File: src/hdl/twhbl_pkg.sv
// ----------------------------------------------------------------------------
// twhbl_pkg
// Shared types and constants of the two-wire handshake byte link.
// ----------------------------------------------------------------------------
package twhbl_pkg;

  // request opcodes
  localparam logic [1:0] OP_TICK = 2'd0;
  localparam logic [1:0] OP_SEND = 2'd1;
  localparam logic [1:0] OP_RECV = 2'd2;

  // completion status codes
  localparam logic [1:0] ST_OK          = 2'd0;
  localparam logic [1:0] ST_TX_TIMEOUT  = 2'd1;
  localparam logic [1:0] ST_RX_START_TO = 2'd2;
  localparam logic [1:0] ST_RX_ACK_TO   = 2'd3;

  // configuration register indexes
  localparam logic CFG_HANDSHAKE_TIMEOUT = 1'b0;
  localparam logic CFG_BIT_START_TIMEOUT = 1'b1;

  localparam int unsigned TIMER_W = 24;
  localparam logic [TIMER_W-1:0] TIMEOUT_RESET = 24'd1000000;

  // receive shift input position and drive masks
  localparam logic [7:0] RX_MSB   = 8'h80;
  localparam logic [1:0] DRV_TIP  = 2'b01;
  localparam logic [1:0] DRV_RING = 2'b10;
  localparam logic [1:0] DRV_NONE = 2'b00;

  typedef enum logic [2:0] {
    PH_IDLE     = 3'd0,
    PH_TX_HIGH  = 3'd1,
    PH_TX_ACK   = 3'd2,
    PH_TX_REL   = 3'd3,
    PH_RX_START = 3'd4,
    PH_RX_REL   = 3'd5
  } phase_t;

  typedef struct packed {
    logic [1:0] op;
    logic [7:0] tx_byte;
    logic       tip_high;
    logic       ring_high;
  } in_t;

  typedef struct packed {
    logic       tip_pull_low;
    logic       ring_pull_low;
    logic       busy_res;
    logic       done_res;
    logic [1:0] status;
    logic [7:0] rx_byte;
  } out_t;

  typedef struct packed {
    logic [TIMER_W-1:0] handshake_timeout;
    logic [TIMER_W-1:0] bit_start_timeout;
  } cfg_t;

  typedef struct packed {
    phase_t             phase;
    logic               receiving;
    logic [3:0]         bits_done;
    logic [7:0]         shift_reg;
    logic [TIMER_W-1:0] wait_timer;
    logic               current_bit;
    logic [1:0]         drive_lines;
  } link_state_t;

endpackage

File: src/hdl/twhbl_cfg.sv
// ----------------------------------------------------------------------------
// twhbl_cfg
// Timeout register file written through the plain configuration port.
// ----------------------------------------------------------------------------
module twhbl_cfg
  import twhbl_pkg::*;
(
  input  logic               clk,
  input  logic               rst_n,
  input  logic               cfg_we,
  input  logic               cfg_index,
  input  logic [TIMER_W-1:0] cfg_data,
  output cfg_t               cfg
);

  cfg_t cfg_r;

  always_ff @(posedge clk) begin
    if (!rst_n) begin
      cfg_r.handshake_timeout <= TIMEOUT_RESET;
      cfg_r.bit_start_timeout <= TIMEOUT_RESET;
    end else if (cfg_we) begin
      unique case (cfg_index)
        CFG_HANDSHAKE_TIMEOUT: cfg_r.handshake_timeout <= cfg_data;
        CFG_BIT_START_TIMEOUT: cfg_r.bit_start_timeout <= cfg_data;
        default: ;
      endcase
    end
  end

  assign cfg = cfg_r;

endmodule

File: src/hdl/twhbl_step.sv
// ----------------------------------------------------------------------------
// twhbl_step
// One tick of the handshake state machine: next state and result item.
// ----------------------------------------------------------------------------
module twhbl_step
  import twhbl_pkg::*;
#(
  parameter int unsigned BITS_PER_CHAR = 8
) (
  input  link_state_t st_cur,
  input  in_t         item,
  input  cfg_t        cfg,
  output link_state_t st_nxt,
  output out_t        res
);

  localparam logic [4:0] LAST_COUNT = 5'(BITS_PER_CHAR);

  always_comb begin
    link_state_t s;
    logic        bit_end;
    logic        done;
    logic [1:0]  err;
    logic [7:0]  rx;
    s       = st_cur;
    bit_end = 1'b0;
    done    = 1'b0;
    err     = ST_OK;
    rx      = 8'd0;

    // starts are only taken while idle
    if (s.phase == PH_IDLE && (item.op == OP_SEND || item.op == OP_RECV)) begin
      s.receiving   = (item.op == OP_RECV);
      s.phase       = (item.op == OP_RECV) ? PH_RX_START : PH_TX_HIGH;
      s.shift_reg   = (item.op == OP_RECV) ? 8'd0 : item.tx_byte;
      s.bits_done   = 4'd0;
      s.wait_timer  = '0;
      s.current_bit = 1'b0;
      s.drive_lines = DRV_NONE;
    end

    unique case (s.phase)
      PH_IDLE: ;
      PH_TX_HIGH: begin
        if (item.tip_high && item.ring_high) begin
          s.current_bit = s.shift_reg[0];
          s.drive_lines = s.shift_reg[0] ? DRV_RING : DRV_TIP;
          s.wait_timer  = '0;
          s.phase       = PH_TX_ACK;
        end else if (s.wait_timer >= cfg.handshake_timeout) begin
          err = ST_TX_TIMEOUT;
        end else begin
          s.wait_timer = s.wait_timer + 24'd1;
        end
      end
      PH_TX_ACK: begin
        if (!(s.current_bit ? item.tip_high : item.ring_high)) begin
          s.drive_lines = DRV_NONE;
          s.wait_timer  = '0;
          s.phase       = PH_TX_REL;
        end else if (s.wait_timer >= cfg.handshake_timeout) begin
          err = ST_TX_TIMEOUT;
        end else begin
          s.wait_timer = s.wait_timer + 24'd1;
        end
      end
      PH_TX_REL: begin
        if (s.current_bit ? item.tip_high : item.ring_high) begin
          s.shift_reg = s.shift_reg >> 1;
          bit_end     = 1'b1;
        end else if (s.wait_timer >= cfg.handshake_timeout) begin
          err = ST_TX_TIMEOUT;
        end else begin
          s.wait_timer = s.wait_timer + 24'd1;
        end
      end
      PH_RX_START: begin
        if (!(item.tip_high && item.ring_high)) begin
          // ring low with tip high is a one, anything else a zero
          s.current_bit = item.tip_high && !item.ring_high;
          s.shift_reg   = (s.shift_reg >> 1) | (s.current_bit ? RX_MSB : 8'd0);
          s.drive_lines = s.current_bit ? DRV_TIP : DRV_RING;
          s.wait_timer  = '0;
          s.phase       = PH_RX_REL;
        end else if (s.wait_timer >= cfg.bit_start_timeout) begin
          err = ST_RX_START_TO;
        end else begin
          s.wait_timer = s.wait_timer + 24'd1;
        end
      end
      PH_RX_REL: begin
        if (s.current_bit ? item.ring_high : item.tip_high) begin
          s.drive_lines = DRV_NONE;
          bit_end       = 1'b1;
        end else if (s.wait_timer >= cfg.handshake_timeout) begin
          err = ST_RX_ACK_TO;
        end else begin
          s.wait_timer = s.wait_timer + 24'd1;
        end
      end
      default: s.phase = PH_IDLE;
    endcase

    if (bit_end) begin
      s.wait_timer = '0;
      if (({1'b0, s.bits_done} + 5'd1) >= LAST_COUNT) begin
        done        = 1'b1;
        rx          = s.receiving ? s.shift_reg : 8'd0;
        s.phase     = PH_IDLE;
        s.bits_done = 4'd0;
      end else begin
        s.bits_done = s.bits_done + 4'd1;
        s.phase     = s.receiving ? PH_RX_START : PH_TX_HIGH;
      end
    end

    if (err != ST_OK) begin
      s.drive_lines = DRV_NONE;
      s.phase       = PH_IDLE;
      s.wait_timer  = '0;
      s.bits_done   = 4'd0;
      done          = 1'b1;
    end

    st_nxt            = s;
    res.tip_pull_low  = s.drive_lines[0];
    res.ring_pull_low = s.drive_lines[1];
    res.busy_res      = (s.phase != PH_IDLE);
    res.done_res      = done;
    res.status        = err;
    res.rx_byte       = rx;
  end

endmodule

File: src/hdl/two_wire_handshake_byte_link.sv
// ----------------------------------------------------------------------------
// two_wire_handshake_byte_link
// Open-drain tip/ring handshake link moving one byte, least significant bit
// first, advanced by one timer tick per request.
// ----------------------------------------------------------------------------
// Every input request is one timer tick carrying the sampled tip and ring
// levels; it may also start a send (op 1) or a receive (op 2), which is
// ignored while a transfer is running. Exactly one result request comes back
// for every input request, in the cycle after it is accepted, carrying the line
// drives, busy, done, status and the received byte. A request can be taken in
// every cycle: the handshake state machine advances once per tick in a single
// pass of logic and the result sits in an output register, so in_stall is
// raised only while that register holds a result that out_stall is holding
// back. Timeouts are counted in ticks and set through the configuration port
// (index 0 handshake wait, index 1 wait for the peer to start a bit); both
// reset to 1000000.
// ----------------------------------------------------------------------------
module two_wire_handshake_byte_link
  import twhbl_pkg::*;
#(
  parameter int unsigned BITS_PER_CHAR = 8
) (
  input  logic               clk,
  input  logic               rst_n,
  // input request channel
  input  logic               in_valid,
  output logic               in_stall,
  input  in_t                in_data,
  // result channel
  output logic               out_valid,
  input  logic               out_stall,
  output out_t               out_data,
  // configuration write port
  input  logic               cfg_we,
  input  logic               cfg_index,
  input  logic [TIMER_W-1:0] cfg_data
);

  cfg_t        cfg;
  link_state_t st_r, st_nxt;
  out_t        res;
  out_t        out_data_r;
  logic        out_valid_r, out_valid_nxt;
  logic        in_take;

  twhbl_cfg u_cfg (
    .clk       (clk),
    .rst_n     (rst_n),
    .cfg_we    (cfg_we),
    .cfg_index (cfg_index),
    .cfg_data  (cfg_data),
    .cfg       (cfg)
  );

  twhbl_step #(
    .BITS_PER_CHAR (BITS_PER_CHAR)
  ) u_step (
    .st_cur (st_r),
    .item   (in_data),
    .cfg    (cfg),
    .st_nxt (st_nxt),
    .res    (res)
  );

  // output register full and held back: nowhere to put the next result
  assign in_stall = out_valid_r && out_stall;
  assign in_take  = in_valid && !in_stall;

  always_comb begin
    out_valid_nxt = out_valid_r;
    if (in_take) begin
      out_valid_nxt = 1'b1;
    end else if (!out_stall) begin
      out_valid_nxt = 1'b0;
    end
  end

  // link state only moves on an accepted tick
  always_ff @(posedge clk) begin
    if (!rst_n) begin
      st_r.phase       <= PH_IDLE;
      st_r.receiving   <= 1'b0;
      st_r.bits_done   <= 4'd0;
      st_r.shift_reg   <= 8'd0;
      st_r.wait_timer  <= '0;
      st_r.current_bit <= 1'b0;
      st_r.drive_lines <= DRV_NONE;
      out_valid_r      <= 1'b0;
    end else begin
      out_valid_r <= out_valid_nxt;
      if (in_take) begin
        st_r <= st_nxt;
      end
    end
  end

  // result payload, no reset needed
  always_ff @(posedge clk) begin
    if (in_take) begin
      out_data_r <= res;
    end
  end

  assign out_valid = out_valid_r;
  assign out_data  = out_data_r;

endmodule

File: config.mk
export PLATFORM = sky130hd
export DESIGN_NAME = two_wire_handshake_byte_link
export DESIGN_NICKNAME = d
export VERILOG_FILES = /design/src/hdl/twhbl_pkg.sv /design/src/hdl/twhbl_cfg.sv /design/src/hdl/twhbl_step.sv /design/src/hdl/two_wire_handshake_byte_link.sv
export SDC_FILE = /design/constraint.sdc
export NUM_CORES = 1
export LEC_CHECK = 0
export ABC_AREA = 1
export ABC_CLOCK_PERIOD_IN_PS = 3750
export BUFFER_PORTS_ARGS = -buffer_cell sky130_fd_sc_hd__buf_2
export CAP_MARGIN = 10
export CORE_ASPECT_RATIO = 0.75
export CORE_MARGIN = 2
export CORE_UTILIZATION = 55
export DETAILED_ROUTE_END_ITERATION = 8
export PLACE_DENSITY = 0.83
export SLEW_MARGIN = 20
export SYNTH_ARGS = -nofsm -noshare
export SYNTH_HDL_FRONTEND = slang
export SYNTH_HIERARCHICAL = 1
export SYNTH_SLANG_ARGS = --single-unit
File: constraint.sdc
create_clock -name clk -period 3.75 [get_ports clk]
set_input_delay 0.375 -clock clk [delete_from_list [all_inputs] [get_ports clk]]
set_output_delay 0.375 -clock clk [all_outputs]
set_load 0.01 [all_outputs]
Word-level counts from Yosys, hierarchy flattened. Cells that the tools add are included.

$lt $le $gt $ge: 3. Reduce and logical (&&, ||, !) cells: 16. Bitwise logic cells: 2. Equality and inequality tests: 8. Mux-type cells: 55. Add/subtract/negate cells: 3.

Operators by type and width (number): 24-bit 2-to-1 mux (9); 24-bit one-hot mux with 5 select lines (1); 24-bit >= comparator (2); 43-bit 2-to-1 mux (1); 8-bit 2-to-1 mux (4); 3-bit 2-to-1 mux (10); 24-bit by 1-bit adder with 24-bit output (second input constant) (1); 2-bit 2-to-1 mux (11); 8-bit one-hot mux with 2 select lines (1); 4-bit 2-to-1 mux (3); 3-bit one-hot mux with 4 select lines (1); 1-bit 2-to-1 mux (10); 2-bit one-hot mux with 5 select lines (1); 7-bit by 8-bit OR with 8-bit output (1); 2-bit one-hot mux with 4 select lines (1); 3-bit by 2-bit == test with 1-bit output (second input constant) (2); 3-bit == test (second input constant) (2); 3-bit zero test (2); 4-bit by 1-bit adder with 5-bit output (second input constant) (1); 5-bit by 4-bit >= comparator with 1-bit output (second input constant) (1); 1-bit logical AND (5); 4-bit by 1-bit adder with 4-bit output (second input constant) (1); 1-bit one-hot mux with 2 select lines (2); 2-bit AND reduction (2); 11 further kinds (12).

Register bits after elaboration: 106. Logic and storage cells: 103. Output and inout port bits: 16.

Depth between registers and ports, before layout.
Depth after elaboration: 11. Gate-level depth with buffers: 31.

Hierarchy. Netlist, hierarchy kept.

Modules (own cells, without submodules): twhbl_step (times used 1, area an instance 3667.3 µm², cells an instance 717, sequential area each 0.0 µm²); two_wire_handshake_byte_link (times used 1, area an instance 2489.9 µm², cells an instance 302, sequential area each 1301.2 µm²); twhbl_cfg (times used 1, area an instance 1876.8 µm², cells an instance 247, sequential area each 960.9 µm²).

Worst setup path before layout. OpenSTA, ideal clock, no wires.

Kind: input to register. Start: in in_data[10] in the netlist's numbering. End: reg st_r[18] in the netlist's numbering. Path buffers: 3. Arrival time: 3489 ps. Cell stages on the path: 24. Data required time: 3686 ps. Path slack: 197 ps. Cell sequence: inv_1 ha_1 nor2_1 nand2_4 inv_4 buf_2 buf_2 nor2_1 ha_1 nand2_1 nor4_1 nand4_1 nand4_1 nand2_1 nand3_2 buf_4 nand2_1 nand2_1 nand2_1 nor2_1 inv_1 nand3_1 nand2_1 nor2_1.

RTL lines: from (decl) (line two_wire_handshake_byte_link.sv:28) `input in_t in_data,`; to (signal assigned) (line two_wire_handshake_byte_link.sv:92) `st_r <= st_nxt;`; to (decl) (line two_wire_handshake_byte_link.sv:40) `link_state_t st_r, st_nxt;`.

==> metrics.txt <==
headroom to the max-slew limit 0.3412; hold path startpoint cfg_data[6]; # setup viols final 0; filler cell count 1370; number of setup buffers added after CTS 0; total of buffers placed on input and output ports 57; amount of wire on met3 after detailed routing 1436 microns; Final Hold Slack around 230 ps; initial antenna violation count 0; top cells by area in the synthesized netlist sky130_fd_sc_hd__dfxtp_1 (23%), sky130_fd_sc_hd__nand2_1 (13%), sky130_fd_sc_hd__inv_1 (9.7%); transition time at the pin with the least slew margin 988.2 ps; number of detailed-routing iterations run before antenna repair 5; Syn Inst Count roughly 1300; Die Height 108.7 microns; delay contributed by the slowest stage of the critical path around 470 ps; count of state elements after synthesis approximately 110; pin count of the biggest net entering global routing around 90; Die Footprint about 16000 sq um; count of cells resized by post-cts repair 0; count of different cell masters after synthesis between 40 and 50; highest clock frequency the design can meet about 290 MHz; routed vias between 8000 and 9000; GR Util All Layers 0.2661; WP data required 4010 ps; final HPWL from detailed placement about 15000 microns; R2R Path Start st_r[41]; dominant synthesized flop cell sky130_fd_sc_hd__dfxtp_1; library cell contributing the largest single delay on the critical path sky130_fd_sc_hd__dfxtp_1; syn nets about 1400; Non-Filler Instances 1516; Placer Congestion between 0.9 and 1; count of flip-flops with a built-in enable after synthesis 14; initial cell density of the core 0.5595; Worst Path Buf+Inv 4; final core utilization 0.6087; total of hold buffers inserted after clock tree synthesis 0; critical path endpoint category flip-flop; placed instance area roughly 8400 sq um; worst-case clock buffer depth 2; run status finished clean; antenna violation net count after detailed routing 0; clock transition at the register clock pins on the worst setup and hold paths after CTS approximately 80 ps; fin. max-slew vios 0; summed instance area of the synthesized netlist roughly 8000 sq um; highest routed metal layer met4; FP Rows 38; Post-route DRC 0; Worst Path Class, Setup reg -> reg; Net count, final about 1400; cell-by-cell listing of the critical path nor2_2 > nand2_4 > inv_4 > nor2_2 > ha_1 > a21oi_1 > nor2_1 > a211oi_1 > buf_4 > nand2_1 > nand2_1 > nand4_1 > nand2_1 > nand3_2 > buf_4 > a21oi_1 > nor2_1 > inv_1 > nand3_1 > nand2_1 > nor2_1; max_cap viols 0; cts bufs inserted 9; setup repair after global routing missed its margin no; final worst path period need about 3400 ps; total global routing overflow 0; most frequent cell after synthesis sky130_fd_sc_hd__nand2_1; post-route cell area ~8700 sq um; Critical Path Start Type flip-flop; worst setup path startpoint st_r[41]; Pleak ~4.4 nW; count of inserted antenna diode cells 0; final routed wirelength across all metal layers just over 20000 microns; clock root buffer sky130_fd_sc_hd__clkbuf_16; warnings from Yosys 6; Hold Violations, Final 0; clock latency at the later pin of the worst-skew pair between 300 and 400 ps; maximum ir drop on the vdd rail between 0.2 and 0.25 mV; TritonCTS clock tree done; post-placement cell count 1500; clock tree skew after final layout ~9.0 ps; power per standard cell area 397.4 nW/um^2; Async SR Flop Fraction 0; # H-tree levels 3; worst hold path class in -> reg; sequential fraction of the synthesis area 0.2816; cell accounting for the most synthesized area sky130_fd_sc_hd__dfxtp_1; io pins a little under 60; share of cells above drive strength 1 0.1269; CORE AREA about 14000 sq um; most frequent cells after synthesis sky130_fd_sc_hd__nand2_1 (280), sky130_fd_sc_hd__inv_1 (208), sky130_fd_sc_hd__nor2_1 (205), sky130_fd_sc_hd__nand3_1 (106), sky130_fd_sc_hd__dfxtp_1 (92); vias in the first global route 7086; die span in x 143.6 microns; Crit path top cell by count sky130_fd_sc_hd__nand2_1; WL/cell 13.32 microns; wire length on met2 slightly below 9000 microns; initial drt markers 811; final total negative setup slack 0 ps; maximum fanout along the worst path 16; share of the clock period used by the worst path 0.9129; synthesis-to-finish area growth 8.799%; CP arrival between 3000 and 4000 ps; family with the most delay on the worst path simple AND/OR/NAND/NOR gates; top-area cell type share of the netlist area 0.2292; Vias/cell around 5.3; clk sink count between 100 and 150; Avg Cell Area, Syn approximately 6.3 sq um; Metal-1 WL 9595 microns; global-route wire length before repair roughly 33000 microns
-- final timing paths --
check | end | slack [ps] | cells after the start
max | st_r[18] | 330 | 21
min reg2reg | u_cfg/cfg[38] | 460 | 2
min | u_cfg/cfg[6] | 230 | 3
max reg2reg | st_r[18] | 330 | 21
-- worst reg2reg max path: cells and delay by family, from the launching register on --
kind            cells  cell delay, ps
compound gates      3             580
simple gates       13            1430
flops               1             470
fa+ha+maj           1             280
buf+inv             4             550
-- cells in the final DEF (no fill, tap or decap), types with 13 or more instances in the layout --
| master | n |
|---|---|
| sky130_fd_sc_hd__nand2_1 | 280 |
| sky130_fd_sc_hd__inv_1 | 208 |
| sky130_fd_sc_hd__nor2_1 | 204 |
| sky130_fd_sc_hd__nand3_1 | 106 |
| sky130_fd_sc_hd__dfxtp_1 | 92 |
| sky130_fd_sc_hd__a21oi_1 | 75 |
| sky130_fd_sc_hd__buf_2 | 57 |
| sky130_fd_sc_hd__ha_1 | 50 |
| sky130_fd_sc_hd__o21ai_0 | 37 |
| sky130_fd_sc_hd__buf_4 | 30 |
| sky130_fd_sc_hd__a21oi_2 | 20 |
| sky130_fd_sc_hd__nand4_1 | 18 |
| sky130_fd_sc_hd__edfxtp_1 | 14 |
| sky130_fd_sc_hd__o21ai_1 | 13 |
-- cells by family after synthesis --
logic type,share of synthesized area
adders and majority gates,0.07787
buffers and inverters,0.1511
AOI/OAI and AO/OA,0.1255
muxes,0.001246
xor gates and xnor gates,0.009812
DFF,0.2816
and+or+nand+nor,0.3529
-- sequential cells by signal, indices dropped and copies added, names as in the netlist --
signal,count
out_valid,1
u_cfg/cfg,48
st_r,43
out_data,14
-- final cells by class --
cell class,instances,area [sq um],area share
timing repair buffer,89,550.5,0.06298
multi-input combinational,889,4561,0.5218
sequential,106,2262,0.2588
clock buffer,9,225.2,0.02577
clock inverter,7,76.32,0.008732
tap,200,250.2,0.02863
inverter,216,815.8,0.09333
-- stage by stage --
step | worst slack (ps) | total power, mW
6_report | 326.5 | 3.474
5_1_grt | 50.72 | 3.696
4_1_cts | 405.7 | 3.467
3_5_place_dp | 62.18 | 2.478
3_3_place_gp | 182.6 | 2.452
2_1_floorplan | 197.2 | 2.189
-- per-layer routing --
layer  vias to the layer above  track usage
met5                         -            0
met4                         0      0.07983
met3                        26      0.04831
met2                       260       0.4177
met1                      3667       0.3747
li1                       4098            -
-- power by group --
| group | leakage [nW] | switching [mW] | internal [mW] |
|---|---|---|---|
| Combinational | 3.36 | 0.766 | 0.426 |
| Sequential | 0.901 | 0.0532 | 1.24 |
| Clock | 0.151 | 0.466 | 0.525 |
| Total | 4.42 | 1.29 | 2.19 |
No activity file was read; power rests on OpenSTA's default activity.
